`config.mk`:
```
export PLATFORM = sky130hd
export DESIGN_NAME = rfc_ram
export DESIGN_NICKNAME = d
export VERILOG_FILES = /design/src/hdl/rfc_pkg.sv /design/src/hdl/rfc_ram.sv
export SDC_FILE = /design/constraint.sdc
export NUM_CORES = 1
export LEC_CHECK = 0
export BUFFER_PORTS_ARGS = -buffer_cell sky130_fd_sc_hd__buf_2
export CAP_MARGIN = 10
export CORE_MARGIN = 4
export CORE_UTILIZATION = 38
export CTS_CLUSTER_SIZE = 12
export DETAILED_ROUTE_END_ITERATION = 7
export GPL_ROUTABILITY_DRIVEN = 0
export SYNTH_ARGS = -nofsm -noshare
export SYNTH_HDL_FRONTEND = slang
export SYNTH_SLANG_ARGS = --single-unit
```
`constraint.sdc`:
```
create_clock -name clk -period 4.6 [get_ports clk]
set_input_delay 0.23 -clock clk [delete_from_list [all_inputs] [get_ports clk]]
set_output_delay 0.23 -clock clk [all_outputs]
set_load 0.02 [all_outputs]
```
`src/hdl/rfc_pkg.sv`:
```
package rfc_pkg;

  localparam int DEF_STACK_DEPTH = 64;
  localparam int DEF_SAMPLE_BITS = 16;
  localparam int MAX_RESULTS     = 64;
  localparam int RANGE_BITS      = 16;
  localparam int MEAN_BITS       = 16;
  localparam int WEIGHT_BITS     = 8;
  localparam int STEP_BITS       = 16;
  localparam int CFG_BITS        = 16;
  localparam int CFG_IDX_BITS    = 2;

  typedef enum logic [CFG_IDX_BITS-1:0] {
    REG_QUANT_STEP   = 2'd0,
    REG_CUTOFF_RANGE = 2'd1,
    REG_CYCLE_WEIGHT = 2'd2,
    REG_RESIDUE_MODE = 2'd3
  } reg_idx_t;

  typedef enum logic [1:0] {
    DIR_NONE = 2'd0,
    DIR_UP   = 2'd1,
    DIR_DOWN = 2'd2
  } dir_t;

  typedef enum logic [1:0] {
    PH_SAMPLE = 2'd0,
    PH_EOH    = 2'd1,
    PH_REPLAY = 2'd2
  } phase_t;

  typedef enum logic [4:0] {
    S_IDLE,
    S_PUSH,
    S_CHECK,
    S_READ,
    S_TEST,
    S_DIV_R,
    S_DIV_M,
    S_MUL,
    S_CMP,
    S_EMIT,
    S_COLLAPSE,
    S_NEXT,
    S_RB_RD,
    S_RB_ADD,
    S_RP_RD,
    S_RP_PUSH,
    S_FLUSH
  } state_t;

  typedef struct packed {
    logic [RANGE_BITS-1:0]       range_bin;
    logic signed [MEAN_BITS-1:0] mean_bin;
    logic [WEIGHT_BITS-1:0]      weight;
    logic                        overflow;
  } result_t;

endpackage

```
`src/hdl/rfc_ram.sv`:
```
module rfc_ram import rfc_pkg::*; #(
  parameter int DEPTH = DEF_STACK_DEPTH,
  parameter int WIDTH = DEF_SAMPLE_BITS
) (
  input  logic                     clk,
  input  logic                     we,
  input  logic [$clog2(DEPTH)-1:0] waddr,
  input  logic [WIDTH-1:0]         wdata,
  input  logic [$clog2(DEPTH)-1:0] raddr,
  output logic [WIDTH-1:0]         rdata
);

  logic [WIDTH-1:0] mem [DEPTH];

  always_ff @(posedge clk) begin
    if (we) begin
      mem[waddr] <= wdata;
    end
    rdata <= mem[raddr];
  end

endmodule

```
After elaboration in Yosys (flattened, before gate mapping)
Memories as Yosys holds them, arrays and structs flattened. A register that Yosys moved wholly into a read port is not among the register bits.
Cells that the tools add are included.
{ "op_classes": {"muxes": 2} }
{ "op_table": {"columns": ["cell", "count"], "rows": [
  ["$mux 1", 2]
]} }
{ "word_totals": {"reg_bits": 0, "ram_bits": 1024, "in_bits": 30, "mem_count": 1} }
{ "mem_list": {"columns": ["name", "words", "word_bits", "rd", "rd_clocked_by_memory_dff", "write_ports", "line_no", "text"], "rows": [
  ["mem", 64, 16, 1, 1, 1, "rfc_ram.sv:13", "logic [WIDTH-1:0] mem [DEPTH];"]
]} }

Logic depth before layout (Yosys ltp)
{ "logic_depth": {"word_depth": 2, "ltp_mapped": 10} }

Worst setup path after synthesis
OpenSTA, ideal clock, no wires.
{ "synth_timing": {"path_type": "input to register", "startpoint": "input port waddr[3]", "endpoint": "memory mem[48][0] (netlist name), enable pin", "setup_time_ns": 0.409, "arrival_time_ns": 1.856, "path_slack_ns": 2.335, "cell_stages": 4, "n_path_buf": 1, "cell_sequence": "clkbuf_1 -> nor2b_1 -> nand4b_1 -> nor3_1"} }
{ "synth_rtl": {"columns": ["item", "line_no", "text"], "rows": [
  ["start: declaration", "rfc_ram.sv:7", "input logic [$clog2(DEPTH)-1:0] waddr,"],
  ["end: declaration", "rfc_ram.sv:13", null]
]} }
Straight into the memory's write port.

==> reports/results.txt <==
outcome: finished clean
Synth-to-Final Area Change: 13.2%
hold_buf cts: 0
Top delay family on crit path: buffers and inverters
Seq/Total Area, Yosys: 77.6%
setup TNS: 0 ns
Data required, critical path: 5.11 ns
fmax: 0.387 GHz
Max Cap Violations: 0
H-tree levels: 3
drt pass-1 iters: 5
Final Hold Fails: 0
Die X: 333 um
Die ar.: 0.111 sq mm
WP data arrival: 3.10 ns
setup bufs post-CTS: 0
register bit total from synthesis: 1040
ys flop type: edfxtp_1
drt wl/cell: 28.4 um
Post-DRT Antenna Nets: 0
I/O pins: 46
worst-path fanout max: 72
Final HPWL DP: 57600 um
first-pass GRT wire length: 140000 um
Sink Count: 1040
Row Count: 118
CP Launch Type: primary input
Post-synth top cells: 1024 x edfxtp_1, 220 x mux4_2, 85 x mux2i_1
final setup fails: 0
clk root buf: clkbuf_16
RSZ-0062 raised after global routing: no
largest cells by area after synthesis: edfxtp_1 77%, mux4_2 12%, mux2i_1 2.1%
Critical Path End Type: flip-flop
DR vias/cell: 5.54
P_leak: 14.2 nW
layout cells sized above 1: 26.2%
Initial Util: 38.5%
worst vdd ir: 300 uV
Total GRT Usage: 17.4%
met1 wire length: 40300 um
die height: 333 um
initial antenna violation count: 10
CTS tree: done
highest metal used: met5
Worst-path clk slew: 0.06 ns
Worst path slowest cell: buf_8
PortBufs: 45
number of synthesized flops with an enable pin: 1024
slew margin rel.: 18.3%
largest net degree at the start of global routing: 90
worst path cell trace: buf_8, buf_4, mux4_2, mux2i_1, a22oi_1, a31oi_1, a311oi_1
worst path buffer plus inverter count: 2
Worst-Skew Late Latency: 0.67 ns
Met3 Wirelength: 8310 um
routed vias: 19100
fin crit period: 2.58 ns
clk_skew: 0.0230 ns
Yosys warnings: 0
Avg Cell Area, Syn: 21.9 sq um
max incr delay on CP: 0.61 ns
cell taking the most area after synthesis: edfxtp_1
Post-synth ARST share: 0%
# resized after CTS: 0
pwr/cell area: 432 mW/mm^2
met2 routed WL: 46600 um
cell count after synthesis: 1829
Nets: 2006
Core ar.: 0.104 sq mm
Mapped Nets: 1859
most common cell in the synthesized netlist: edfxtp_1
Hold Slack: 0.264 ns
Synth Cell Area: 0.0400 sq mm
library cells used by synthesis: 43
vias in the first global route: 19200
GRT overflow: 0
Tcrit/Tclk final: 56.2%
worst hold path class: in2reg
Crit Path Class: in2reg
Num CTS Buffers: 106
top-area cell type share of the netlist area: 76.8%
Routed WL: 97700 um
drt drc: 0
max-slew violations: 0
Starting DRT DRC Count: 2169
CTS Buffer Depth: 3
Worst Max-Slew Pin Slew: 1.21 ns
per-layer routing:
| layer | GRT usage (%) | vias up |
|---|---|---|
| met5 | 0.426 | - |
| met4 | 4.47 | 16 |
| met3 | 4.65 | 153 |
| met2 | 27.5 | 735 |
| met1 | 24.2 | 10200 |
| li1 | - | 7976 |
kinds of logic (layout without fill, tap and decap cells):
kind of cell,count (synthesis),count (layout),synth area share (%)
AOI/OAI and AO/OA,129,129,2.41
buffers and inverters,104,335,1.83
muxes,336,336,15.5
DFF,1040,1040,77.6
and+or+nand+nor,220,220,2.65
other,0,1,0
flip-flops by register name, indices dropped and copies added (netlist names):
| name | cells |
|---|---|
| rdata | 16 |
| mem | 1024 |
report_power, final:
| part | internal (mW) | leakage, nW | switching (mW) | total, mW |
|---|---|---|---|---|
| registers | 10.5 | 9.35 | 0.0538 | 10.5 |
| clock network | 4.59 | 1.57 | 3.43 | 8.02 |
| logic | 0.341 | 3.31 | 0.653 | 0.993 |
worst paths after layout:
| path | startpoint | endpoint | slack [ns] | cells after the start |
|---|---|---|---|---|
| setup reg to reg | mem[20][15]$_DFFE_PP_ | rdata[15]$_DFF_P_ | 2.41 | 5 |
| setup / recovery | raddr[0] | rdata[4]$_DFF_P_ | 2.02 | 7 |
| hold / removal | wdata[0] | mem[48][0]$_DFFE_PP_ | 0.26 | 2 |
| hold reg to reg | mem[2][12]$_DFFE_PP_ | rdata[12]$_DFF_P_ | 0.88 | 4 |
cells in the final DEF, fill, tap and decap left out, types with 6 or more instances in the layout:
cell,synthesis,layout
a211o_1,8,8
nand4_1,12,12
a311oi_1,8,8
buf_4,13,93
a221oi_1,16,16
clkbuf_8,0,7
a211oi_1,8,8
a21oi_1,17,17
edfxtp_1,1024,1024
nor2b_1,30,27
a31oi_1,8,8
dfxtp_1,16,16
mux2_2,27,27
clkbuf_16,0,108
clkbuf_1,24,42
a22o_1,6,6
mux4_2,220,220
buf_2,36,42
nor2_1,72,68
nor2_2,2,6
a221o_1,6,6
clkinv_2,0,10
clkinv_1,0,17
mux2i_1,85,85
nand3_1,24,24
a22oi_1,39,39
nand2_1,59,59
per-stage QoR:
step                      util, %  instance area, sq um  instances  worst slack [ns]  total power [mW]
after floorplan                 -                 40000       1829              2.34              11.3
after global placement       40.5                 42100       3248              1.24              11.7
after detailed placement     40.5                 42100       3248              1.21              11.7
after CTS                    43.6                 45300       3440              1.93              19.7
after global routing         43.6                 45300       3440              1.84              20.2
final                        43.6                 45300       3441              2.02              19.6
worst register-to-register path: cells and delay by family, from the launching register on:
kind / cells / cell delay (ns)
AO/OA/AOI/OAI: 3 / 0.89
multiplexers: 2 / 0.81
flip-flops: 1 / 0.36
cell type report:
| type | instances | area (sq um) |
|---|---|---|
| clock inverter | 35 | 270 |
| sequential | 1040 | 31100 |
| clock buffer | 157 | 2960 |
| antenna | 1 | 2.50 |
| tap | 1380 | 1730 |
| multi-input combinational | 685 | 8270 |
| fill | 8852 | 58700 |
| timing repair buffer | 143 | 1050 |
Note: power is estimated with default switching activity, not from simulation.
