File: config.mk
export PLATFORM = sky130hd
export DESIGN_NAME = rfc_div
export DESIGN_NICKNAME = d
export VERILOG_FILES = /design/src/hdl/rfc_pkg.sv /design/src/hdl/rfc_div.sv
export SDC_FILE = /design/constraint.sdc
export NUM_CORES = 1
export LEC_CHECK = 0
export ABC_AREA = 1
export BUFFER_PORTS_ARGS = -buffer_cell sky130_fd_sc_hd__buf_2
export CAP_MARGIN = 30
export CORE_MARGIN = 3
export CORE_UTILIZATION = 45
export CTS_BUF_LIST = sky130_fd_sc_hd__clkbuf_2 sky130_fd_sc_hd__clkbuf_4 sky130_fd_sc_hd__clkbuf_8
export DETAILED_ROUTE_END_ITERATION = 8
export GPL_ROUTABILITY_DRIVEN = 0
export PLACE_DENSITY = 0.77
export SKIP_LAST_GASP = 1
export SLEW_MARGIN = 20
export SYNTH_ARGS = -nofsm -noshare
export SYNTH_HDL_FRONTEND = slang
export SYNTH_SLANG_ARGS = --single-unit
File: constraint.sdc
create_clock -name clk -period 2 [get_ports clk]
set_clock_uncertainty 0.05 [all_clocks]
set_input_delay 0.2 -clock clk [delete_from_list [all_inputs] [get_ports clk]]
set_output_delay 0.2 -clock clk [all_outputs]
set_load 0.01 [all_outputs]
File: src/hdl/rfc_pkg.sv
package rfc_pkg;

  localparam int DEF_STACK_DEPTH = 64;
  localparam int DEF_SAMPLE_BITS = 16;
  localparam int MAX_RESULTS     = 64;
  localparam int RANGE_BITS      = 16;
  localparam int MEAN_BITS       = 16;
  localparam int WEIGHT_BITS     = 8;
  localparam int STEP_BITS       = 16;
  localparam int CFG_BITS        = 16;
  localparam int CFG_IDX_BITS    = 2;

  typedef enum logic [CFG_IDX_BITS-1:0] {
    REG_QUANT_STEP   = 2'd0,
    REG_CUTOFF_RANGE = 2'd1,
    REG_CYCLE_WEIGHT = 2'd2,
    REG_RESIDUE_MODE = 2'd3
  } reg_idx_t;

  typedef enum logic [1:0] {
    DIR_NONE = 2'd0,
    DIR_UP   = 2'd1,
    DIR_DOWN = 2'd2
  } dir_t;

  typedef enum logic [1:0] {
    PH_SAMPLE = 2'd0,
    PH_EOH    = 2'd1,
    PH_REPLAY = 2'd2
  } phase_t;

  typedef enum logic [4:0] {
    S_IDLE,
    S_PUSH,
    S_CHECK,
    S_READ,
    S_TEST,
    S_DIV_R,
    S_DIV_M,
    S_MUL,
    S_CMP,
    S_EMIT,
    S_COLLAPSE,
    S_NEXT,
    S_RB_RD,
    S_RB_ADD,
    S_RP_RD,
    S_RP_PUSH,
    S_FLUSH
  } state_t;

  typedef struct packed {
    logic [RANGE_BITS-1:0]       range_bin;
    logic signed [MEAN_BITS-1:0] mean_bin;
    logic [WEIGHT_BITS-1:0]      weight;
    logic                        overflow;
  } result_t;

endpackage

File: src/hdl/rfc_div.sv
// Restoring divider, one quotient bit per cycle.
module rfc_div import rfc_pkg::*; #(
  parameter int NW = DEF_SAMPLE_BITS + 2,
  parameter int DW = STEP_BITS + 1
) (
  input  logic          clk,
  input  logic          rst_n,
  input  logic          start,
  input  logic [NW-1:0] num,
  input  logic [DW-1:0] den,
  output logic          done,
  output logic [NW-1:0] quot
);

  localparam int CNW = $clog2(NW + 1);

  logic [DW-1:0]  rem_r, rem_nxt;
  logic [DW-1:0]  den_r, den_nxt;
  logic [NW-1:0]  num_r, num_nxt;
  logic [NW-1:0]  q_r, q_nxt;
  logic [CNW-1:0] cnt_r, cnt_nxt;
  logic           busy_r, busy_nxt;
  logic           done_r, done_nxt;
  logic [DW:0]    trial;
  logic           qbit;

  always_comb begin
    trial    = {rem_r, num_r[NW-1]};
    qbit     = (trial >= {1'b0, den_r});
    rem_nxt  = rem_r;
    den_nxt  = den_r;
    num_nxt  = num_r;
    q_nxt    = q_r;
    cnt_nxt  = cnt_r;
    busy_nxt = busy_r;
    done_nxt = 1'b0;
    if (start) begin
      rem_nxt  = '0;
      den_nxt  = den;
      num_nxt  = num;
      q_nxt    = '0;
      cnt_nxt  = CNW'(NW);
      busy_nxt = 1'b1;
    end else if (busy_r) begin
      rem_nxt = qbit ? DW'(trial - {1'b0, den_r}) : trial[DW-1:0];
      q_nxt   = {q_r[NW-2:0], qbit};
      num_nxt = {num_r[NW-2:0], 1'b0};
      cnt_nxt = cnt_r - CNW'(1);
      if (cnt_r == CNW'(1)) begin
        busy_nxt = 1'b0;
        done_nxt = 1'b1;
      end
    end
  end

  always_ff @(posedge clk) begin
    if (!rst_n) begin
      busy_r <= 1'b0;
      done_r <= 1'b0;
      cnt_r  <= '0;
    end else begin
      busy_r <= busy_nxt;
      done_r <= done_nxt;
      cnt_r  <= cnt_nxt;
    end
    rem_r <= rem_nxt;
    den_r <= den_nxt;
    num_r <= num_nxt;
    q_r   <= q_nxt;
  end

  assign done = done_r;
  assign quot = q_r;

endmodule

Word-level counts from Yosys, hierarchy flattened
Index checks and enable logic that the tools add are counted.

Latch bits: 0. Logic and storage cells: 26. Register bits after elaboration: 77. RAM bits: 0. Memories kept: 0. ROM bits: 0.

Bitwise logic cells: 2. Reduce and logical (&&, ||, !) cells: 3. Shift-type cells: 0. Divide/modulo/power cells: 0. Equal/unequal tests: 1. Mux-type cells: 9. Add/subtract/negate cells: 2. Order comparisons: 1. Multipliers: 0.

Operators by type and width (count): $mux 18 (2); $ge 18x17->1 (1); $mux 17 (1); $sub 17x17->17 (1); $mux 5 (2); $eq 5x1->1 const B (1); $sub 5x1->5 const B (1); $mux 1 (4); $reduce_or 3->1 (1); $not 1->1 (2); $reduce_bool 2->1 (1); $reduce_or 2->1 (1).

Logic depth before layout (Yosys ltp)
Gate-level depths: netlist of the first run.

Word-level depth: 4. Gate-level depth with buffers: 15.

Worst setup path after synthesis of the first run
Ideal clock, no wire load.

Path type: register to register. From: reg num_r[17]. To: reg rem_r[2]. Cell stages (with the launch flop): 12. Arrival time: 1.796 ns. Setup slack: 0.022 ns. Clock period less this slack: 1.978 ns. Path through: edfxtp_1 > inv_1 > ha_1 > inv_1 > fa_1 > nand3_1 > nand3_1 > nand2_4 > nand2_8 > buf_12 > nor2_1 > o22ai_2.

Word-level cells in the longest chain between the ends: 2. Elaborated cells on any way between the ends: 3. Those cells by class: add/sub (1); order compare (1); mux (1).

RTL lines: start, declared (line rfc_div.sv:19) `logic [NW-1:0] num_r, num_nxt;`; start signal, assigned (line rfc_div.sv:68) `num_r <= num_nxt;`; $sub 17x17->17 / $ge 18x17->1 (equally long branches) (line rfc_div.sv:45, rfc_div.sv:29); $mux 17 (*) (line rfc_div.sv:45) `rem_nxt = qbit ? DW'(trial - {1'b0, den_r}) : trial[DW-1:0];`; end signal, assigned (line rfc_div.sv:66) `rem_r <= rem_nxt;`; end, declared (line rfc_div.sv:17) `logic [DW-1:0] rem_r, rem_nxt;`.

Mark *: on every way between the ends. The rest lies on a longest branch, timed or not. A chain may end at the register's enable or synchronous reset.

Worst setup path in the final report of the first run
From: reg den_r[11]. To: reg rem_r[14].

Word-level cells in the longest chain between the ends: 2. Elaborated cells on any way between the ends: 3. Those cells by class: add/sub (1); order compare (1); mux (1).

RTL lines: start, declared (line rfc_div.sv:18) `logic [DW-1:0] den_r, den_nxt;`; start signal, assigned (line rfc_div.sv:67) `den_r <= den_nxt;`; $sub 17x17->17 / $ge 18x17->1 (equally long branches) (line rfc_div.sv:45, rfc_div.sv:29); $mux 17 (*) (line rfc_div.sv:45).

Marks and branches as above.

==> impl_metrics.tcl, run 1 <==
set metrics [dict create \
    cts_root_buf "clkbuf_8" \
    numPortBuffers 56 \
    vias_per_cell 5.229 \
    layout.filler_cells 721 \
    placed_area_um2 4700 \
    insertion_delay_ns 0.35 \
    core_um2 8848 \
    p_leak_uw 0.002772 \
    min_from "num[0]" \
    min_period_ns 2.152 \
    dp_cells 720 \
    wl_per_cell_um 14.57 \
    dp_hpwl_mm 6.942 \
    fmax_mhz 464.8 \
    hold_class "in -> reg" \
    crit_required_ns 2.19 \
    dr.pass1.iters 6 \
    startpoint "den_r[11]$_DFFE_PP_" \
    ant_nets 0 \
    clk_pin_slew_ns 0.09 \
    instances_no_fill 768 \
    seqCellArea_um2 1893 \
    drt_iter0_drc 351 \
    grt_pass1_wl_mm 16.59 \
    cts.path.max_buffers 2 \
    yosys_warnings 0 \
    final_common_cell "nand2_1" \
    report.final.slew_viol_count 0 \
    initial_core_util_pct 47.16 \
    peakVddDrop_uv 450.6 \
    regToRegSetupSlack_ns -0.15 \
    n_antenna_cell 0 \
    dpl_worst_slack_ns -0.1363 \
    die_h_um 102.3 \
    nNetsFinal 713 \
    power_density_nw_per_um2 652.2 \
    syn_nets 605 \
    synth_cells 547 \
    grt-ovfl-total 0 \
    cts_tree "yes" \
    end_kind "register" \
    hold_viol_final 0 \
    yosysSeqAreaShare_pct 45.34 \
    synthArstFlopShare_pct 0 \
    io_pins 57 \
    crit_type "reg -> reg" \
    htree_levels 3 \
    worst_hold_slack_ns 0.05559 \
    status "finished with violations" \
    fin_crit_sh_pct 107.6 \
    routed_wl_mm 11.19 \
    die_w_um 102.3 \
    synth_enable_flop_cells 35 \
    grt_usage_pct 19.71 \
    slew_headroom_pct 50.58 \
    dr_total_vias 4016 \
    r2r_start "den_r[11]$_DFFE_PP_" \
    syn_to_final_growth_pct 34.57 \
    fp-row-count 34 \
    grt_max_degree 41 \
    multiInputGateArea_um2 2231 \
    grt_pass1_vias 3760 \
    die-area_um2 10460 \
    drive_above_1_share_pct 28.94 \
    cp.arrival_ns 2.35 \
    tns_ns -0.2045 \
    ys_types 42 \
    drc 0 \
    fin_ws_ns -0.1515 \
    syn-cell-area_um2 4173 \
    ys.flop_type "dfxtp_1" \
    cts_sinks 77 \
    layout_common_cells "168 x nand2_1, 89 x inv_1, 56 x buf_2" \
    antenna_found_initial 0 \
    worst_pin_slew_ns 0.7404 \
    worstPathMaxFanout 5 \
    violations "setup timing" \
    startpoint_type "register" \
    avgSynthCellArea_um2 7.628 \
    ys_seq_elements 77 \
    final_area_um2 5615 \
    rsz0062_at_grt "yes" \
    drv_cap 0 \
    cts-buffers-inserted 9 \
    setup_violations 3 \
]
where the power goes:
group	total (uW)	switching (uW)	internal, uW
sequential	1760	28.4	1730
combinational	544	308	236
clock	1360	610	749
total	3660	946	2720
synthesized netlist by cell type, types with 2 or more instances:
cell type	number	area share (%)
nand2_1	188	17
inv_1	100	9.0
dfxtp_1	42	20
edfxtp_1	35	25
nor2_1	35	3.1
nand3_1	34	4.1
ha_1	19	5.7
o22ai_1	15	2.2
nand4_1	11	1.6
a21oi_1	9	1.1
clkbuf_1	7	0.63
xnor2_1	7	1.5
nand2_2	4	0.60
nor3_1	4	0.48
o21ai_0	4	0.48
o21ai_1	3	0.36
and2_1	2	0.30
buf_2	2	0.24
nand2_4	2	0.54
o21ai_2	2	0.42
critical path, stage by stage, from the launching register on:
cell      delay (ns)
edfxtp_1        0.35
inv_2           0.05
ha_4            0.29
nand2_2         0.10
nor2_1          0.13
inv_1           0.11
nor3_1          0.37
nand2_2         0.16
nand2_1         0.11
nand2_1         0.06
nand2_1         0.08
nor2_1          0.05
nor2_1          0.09
nor2_1          0.04
final timing paths:
| kind | end | cells after the start |
|---|---|---|
| setup / recovery | rem_r[14]$_SDFFE_PP0P_ | 13 |
| hold / removal | num_r[0]$_SDFFCE_PN0P_ | 3 |
| setup reg to reg | rem_r[14]$_SDFFE_PP0P_ | 13 |
| hold reg to reg | cnt_r[4]$_SDFFE_PN0P_ | 2 |
cells by family (layout without fill, tap and decap cells):
kind of cell	Yosys count	after routing	synth area share, %
flip-flops	77	77	45.34
adder cells (fa/ha/maj)	20	20	6.177
AND/OR/NAND/NOR	290	293	30.11
XOR/XNOR	8	8	1.679
AO/OA/AOI/OAI	38	38	5.727
buffers and inverters	114	224	10.97
cell type report:
type | instances | share of cell area [%]
multi-input cells | 359 | 39.73
flip-flops and latches | 77 | 33.71
repair buffers | 107 | 13.30
inverters | 101 | 6.751
clock buffers | 10 | 2.451
well taps | 108 | 2.406
clock inverters | 6 | 1.649
per-layer routing:
metal,track usage [%],vias to the layer above,wire [um]
met4,7.064,0,424
met3,4.300,53,882
met1,25.37,1807,4471
met2,32.68,214,5411
met5,0,-,0
li1,-,1942,-
flip-flops by register name, indices dropped and copies added (netlist names):
| register | flops |
|---|---|
| busy_r | 1 |
| den_r | 17 |
| rem_r | 17 |
| quot | 18 |
| done | 1 |
| num_r | 18 |
| cnt_r | 5 |
timing repair:
item                                    4_1_cts  5_1_grt
cloned                                        2        1
hold buffers                                 17        0
pin swaps                                     7       26
setup buffers                                 4       10
hold endpoints to repair                     17        0
resized for setup                            19       60
endpoints found under the setup margin       18       18
metrics by stage:
step                      util, %  total power [uW]
after CTS                   59.77              3599
final                       63.46              3662
after global placement      53.11              2186
after global routing        63.46              3810
after floorplan                 -              2043
after detailed placement    53.11              2197
(Power assumes the default switching activity.)
==> run 2: changes to the inputs <==
- BUFFER_PORTS_ARGS: -buffer_cell sky130_fd_sc_hd__buf_2 -> -buffer_cell sky130_fd_sc_hd__buf_4
- CORE_ASPECT_RATIO: unset -> 0.6
- CTS_CLUSTER_DIAMETER: unset -> 100
==> run 2 against run 1 <==
  * The flow now finishes without violations
  * Combinational power barely moved
  * Maximum frequency rose by 8.9%
  * Flip-flop and latch count did not move
  * Non-clock buffer count fell by 2
  * Setup slack better by 0.18 ns
  * Clock-buffer cell count up 1
  * Global-route usage rose by 0.80 points
  * Utilization rose by 0.94 points
  * First-iteration DRC count shrank 15%
  * Largest cell class unchanged
  * Largest power group unchanged
  * Highest routed layer unchanged
==> impl_metrics.tcl, run 2 (synthesis results as in run 1) <==
set metrics [dict create \
    dr_total_vias 3848 \
    hold_viol_final 0 \
    power_density_nw_per_um2 620.8 \
    setup_violations 0 \
    n_antenna_cell 0 \
    cp_slowest_cell "fa_2" \
    r2r_start "num_r[17]$_DFFE_PP_" \
    cpLargestDelayFamily "simple AND/OR/NAND/NOR gates" \
    drv_cap 0 \
    status "finished, final reports clean" \
    dp_cells 732 \
    numPortBuffers 56 \
    fin_ws_ns 0.02429 \
    peakVddDrop_uv 357.4 \
    power.internal_uw 2590 \
    dpl_worst_slack_ns -0.06977 \
    r2r_cells 11 \
    drt_iter0_drc 300 \
    cts_tree "yes" \
    p_leak_uw 0.002773 \
    vias_per_cell 5.010 \
    nNetsFinal 709 \
    pwr-share-seq_pct 50.3 \
    startpoint_type "register" \
    wl_per_cell_um 13.68 \
    dp_hpwl_mm 7.364 \
    worstPathCellList "inv_2 -> ha_4 -> inv_2 -> fa_2 -> nand3_2 -> nand3_2 -> nand2_4 -> nand2_8 -> or2_1 -> nand3_1 -> nand2_1" \
    hold_class "in -> reg" \
    cts_root_buf "clkbuf_8" \
    final_common_cell "nand2_1" \
    cts-buffers-inserted 9 \
    die-area_um2 10500 \
    core_um2 8751 \
    ant_nets 0 \
    htree_levels 3 \
    pwr-share-clk_pct 34.1 \
    routed_wl_mm 10.51 \
    crit_required_ns 2.21 \
    instances_no_fill 768 \
    insertion_delay_ns 0.37 \
    crit_type "reg -> reg" \
    swShare_pct 25.98 \
    regToRegSetupSlack_ns 0.02 \
    grt_pass1_wl_mm 16.76 \
    worst-path-stages 11 \
    clk_pin_slew_ns 0.08 \
    combPwrFrac_pct 15.6 \
    report.final.slew_viol_count 0 \
    initial_core_util_pct 47.68 \
    critical_path.endpoint "rem_r[16]$_SDFFE_PP0P_" \
    die_h_um 80.59 \
    drive_above_1_share_pct 27.13 \
    max_stage_delay_ns 0.39 \
    min_period_ns 1.976 \
    fp-row-count 26 \
    grt_max_degree 35 \
    slew_headroom_pct 62.93 \
    die_w_um 130.3 \
    antenna_found_initial 0 \
    path_buf_inv 2 \
    startpoint "num_r[17]$_DFFE_PP_" \
    dr.pass1.iters 5 \
    rsz0062_at_grt "yes" \
    io_pins 57 \
    layout_common_cells "170 x nand2_1, 92 x inv_1, 82 x buf_4" \
    cts.path.max_buffers 2 \
    worst_pin_slew_ns 0.5555 \
    layout.filler_cells 719 \
    worstPathMaxFanout 7 \
    cts_sinks 77 \
    end_kind "register" \
    syn_to_final_growth_pct 35.05 \
    worst_hold_slack_ns 0.03434 \
    fin_crit_sh_pct 98.79 \
    grt_pass1_vias 3646 \
    r2r_end "rem_r[16]$_SDFFE_PP0P_" \
    cp.arrival_ns 2.19 \
    grt_usage_pct 20.51 \
    fmax_mhz 506.1 \
    grt-ovfl-total 0 \
    drc 0 \
    p_sw_uw 908.9 \
]
==> run 2: changes by cell type in the layout (fill, tap and decap cells not counted), moves of 3 or more <==
cell and change:
ha_1 +3, buf_6 +3, inv_2 -4, buf_4 +52
inv_1 +3, buf_2 -56, ha_4 -3
==> run 2: area by class of cell <==
| class | count | area [um2] | area share (%) |
|---|---|---|---|
| repair buffers | 105 | 870.8 | 15.45 |
| clock buffers | 11 | 138.9 | 2.464 |
| inverters | 101 | 386.6 | 6.861 |
| well taps | 112 | 140.1 | 2.487 |
| multi-input cells | 357 | 2143 | 38.03 |
| flip-flops and latches | 77 | 1894 | 33.61 |
| clock inverters | 5 | 61.31 | 1.088 |
==> run 2: what timing repair did <==
item / CTS / global route
pin swaps: 1 / 19
setup buffers: 0 / 2
endpoints found under the hold margin: 17 / 0
setup endpoints to repair: 13 / 18
cloned: 0 / 1
gates resized for setup: 9 / 65
hold buffers: 17 / 0
==> run 2: worst min-delay path by stage <==
stage / start / endpoint / slack [ns] / depth (start not counted)
detailed placement: den[8] / den_r[8]$_DFFE_PP_ / 0.33 / 1
floorplan: den[0] / den_r[0]$_DFFE_PP_ / 0.25 / 0
global placement: den[16] / den_r[16]$_DFFE_PP_ / 0.33 / 1
finish: rst_n / busy_r$_SDFF_PN0_ / 0.03 / 3
global route: num[7] / num_r[7]$_DFFE_PP_ / 0.03 / 3
CTS: rst_n / busy_r$_SDFF_PN0_ / 0.009 / 3
==> run 2: power by group through the flow <==
stage                     Combinational, uW  Clock (uW)  Sequential [uW]
final                                   547        1190             1760
after global routing                    602        1300             1770
after CTS                               479        1230             1760
after detailed placement                442           0             1790
after global placement                  429           0             1790
after floorplan                         258           0             1780
==> run 2: worst reg2reg max path, delay by kind of cell, from the launching register on <==
family	cells	cell delay [ns]
AND/OR/NAND/NOR	7	0.79
adder cells (fa/ha/maj)	2	0.51
flip-flops	1	0.38
buffers and inverters	2	0.13
==> run 2: per-stage QoR <==
stage | setup TNS [ns] | power (uW) | util, % | instance area [um2]
2_1_floorplan | 0 | 2043 | - | 4173
3_3_place_gp | -0.05581 | 2219 | 56.05 | 4905
3_5_place_dp | -0.3932 | 2234 | 56.05 | 4905
4_1_cts | 0 | 3467 | 60.81 | 5321
5_1_grt | -0.5297 | 3663 | 64.40 | 5635
6_report | 0 | 3498 | 64.40 | 5635
==> run 2: layer usage <==
layer  track usage, %  part of all wire, %
met5                0                    0
met4            7.573                  1.4
met3            7.110                  8.5
met2            31.03                   44
met1            27.04                   46
==> run 3: changes to the inputs <==
- CAP_MARGIN: 30 -> unset
- PLACE_DENSITY: 0.77 -> 0.75
- clock period: 2 -> 2.4 ns (I/O delays scaled with it)
==> run 3 against run 2 <==
  * Clock power shrank 11%
  * Clock-buffer cell count down 1
  * Non-clock buffer count shrank 27
==> impl_metrics.tcl, run 3 (synthesis results as in run 1) <==
set metrics [dict create \
    dr_total_vias 3711 \
    cts_sinks 77 \
    cts-resized-gates 0 \
    htree_levels 3 \
    report.final.slew_viol_count 0 \
    worstPathMaxFanout 19 \
    fp-row-count 26 \
    rsz0062_at_grt "no" \
    dp_hpwl_mm 7.083 \
    layout_common_cells "188 x nand2_1, 100 x inv_1, 61 x buf_4" \
    end_kind "register" \
    p_leak_uw 0.002583 \
    startpoint_type "register" \
    tns_ns 0 \
    min_period_ns 2.205 \
    grt_max_degree 40 \
    peakVddDrop_uv 304.6 \
    post_cts_buffers 0 \
    insertion_delay_ns 0.37 \
    placed_area_um2 4692 \
    slew_headroom_pct 50.86 \
    dr.pass1.iters 5 \
    cts.path.max_buffers 2 \
    power_density_nw_per_um2 566.6 \
    cts_tree "yes" \
    syn_to_final_growth_pct 21.59 \
    drive_above_1_share_pct 14.97 \
    cts-buffers-inserted 9 \
    die-area_um2 10500 \
    grt_usage_pct 19.27 \
    drc 0 \
    routed_wl_mm 9.565 \
    hold_viol_final 0 \
    finalPower_uw 2874 \
    fmax_mhz 453.6 \
    crit_type "reg -> reg" \
    wl_per_cell_um 12.93 \
    grt_pass1_vias 3443 \
    core_um2 8751 \
    initial_core_util_pct 47.68 \
    numPortBuffers 56 \
    setup_violations 0 \
    cp.arrival_ns 2.42 \
    cts_root_buf "clkbuf_8" \
    fin_ws_ns 0.1953 \
    drv_cap 0 \
    vias_per_cell 5.015 \
    dpl_worst_slack_ns 0.2110 \
    io_pins 57 \
    crit_required_ns 2.61 \
    n_antenna_cell 0 \
    die_h_um 80.59 \
    final_common_cell "nand2_1" \
    drt_iter0_drc 257 \
    final_area_um2 5074 \
    fin_crit_sh_pct 91.86 \
    status "finished, final reports clean" \
    ant_nets 0 \
    grt_pass1_wl_mm 15.84 \
    die_w_um 130.3 \
    min_from "num[0]" \
    worst_pin_slew_ns 0.7363 \
    clk_pin_slew_ns 0.09 \
    antenna_found_initial 0 \
    r2r_start "den_r[15]$_DFFE_PP_" \
    hold_class "in -> reg" \
    nNetsFinal 681 \
    startpoint "den_r[15]$_DFFE_PP_" \
    grt-ovfl-total 0 \
]
## run 3: cell types whose count changed in the layout (fill, tap and decap cells not counted), sizes merged
| cell | before | now |
|---|---|---|
| buf | 88 | 61 |
| clkinv | 3 | 0 |
| clkbuf | 11 | 10 |
| nand2 | 196 | 195 |
| inv | 102 | 106 |
## run 3: routing by layer
layer / part of all wire (%) / GRT usage [%] / up-vias
li1: - / - / 1873
met3: 9.7 / 9.037 / 11
met5: 0 / 0 / -
met4: 0.82 / 3.838 / 0
met1: 48 / 26.06 / 1700
met2: 41 / 28.17 / 127
## run 3: path summary, 6_finish.rpt
kind	slack, ns	depth (start not counted)	to
worst max-delay path	0.20	11	rem_r[16]$_SDFFE_PP0P_
worst min-delay path	0.07	3	num_r[0]$_SDFFCE_PN0P_
worst max register to register	0.20	11	rem_r[16]$_SDFFE_PP0P_
worst min register to register	0.42	2	quot[17]$_SDFFE_PP0P_
## run 3: through the flow
| step | cells | utilization [%] | hold slack [ns] |
|---|---|---|---|
| 6_report | 740 | 57.98 | 0.07424 |
| 5_1_grt | 740 | 57.98 | 0.06973 |
| 4_1_cts | 740 | 57.98 | 0.05859 |
| 3_5_place_dp | 707 | 53.62 | 0.3695 |
| 3_3_place_gp | 707 | 53.62 | 0.3697 |
| 2_1_floorplan | 547 | - | 0.2889 |
## run 3: layout make-up
class	count	area [um2]
clock buffers	10	137.6
repair buffers	78	628.1
fillers	788	3677
flip-flops and latches	77	1892
clock inverters	6	73.82
well taps	112	140.1
multi-input cells	356	1823
inverters	101	379.1
## run 3: repair_timing
| action | CTS | global route |
|---|---|---|
| endpoints found under the hold margin | 17 | 0 |
| setup endpoints to repair | 0 | 1 |
| hold buffers | 17 | 0 |
## run 3: critical path: stages, from the launching register on
cell and delay [ns]:
edfxtp_1 0.33, inv_1 0.04, ha_1 0.34, a21oi_1 0.25, nor2_1 0.07, nor2_1 0.11
nand2_1 0.11, nor2_4 0.26, nand2_8 0.17, or2_1 0.24, nand3_1 0.08, nand2_1 0.05
## run 3: report_power, final
part           internal, uW  total, uW  switching, uW
logic                   145        354            209
registers              1440       1460           20.5
clock network           527       1060            530
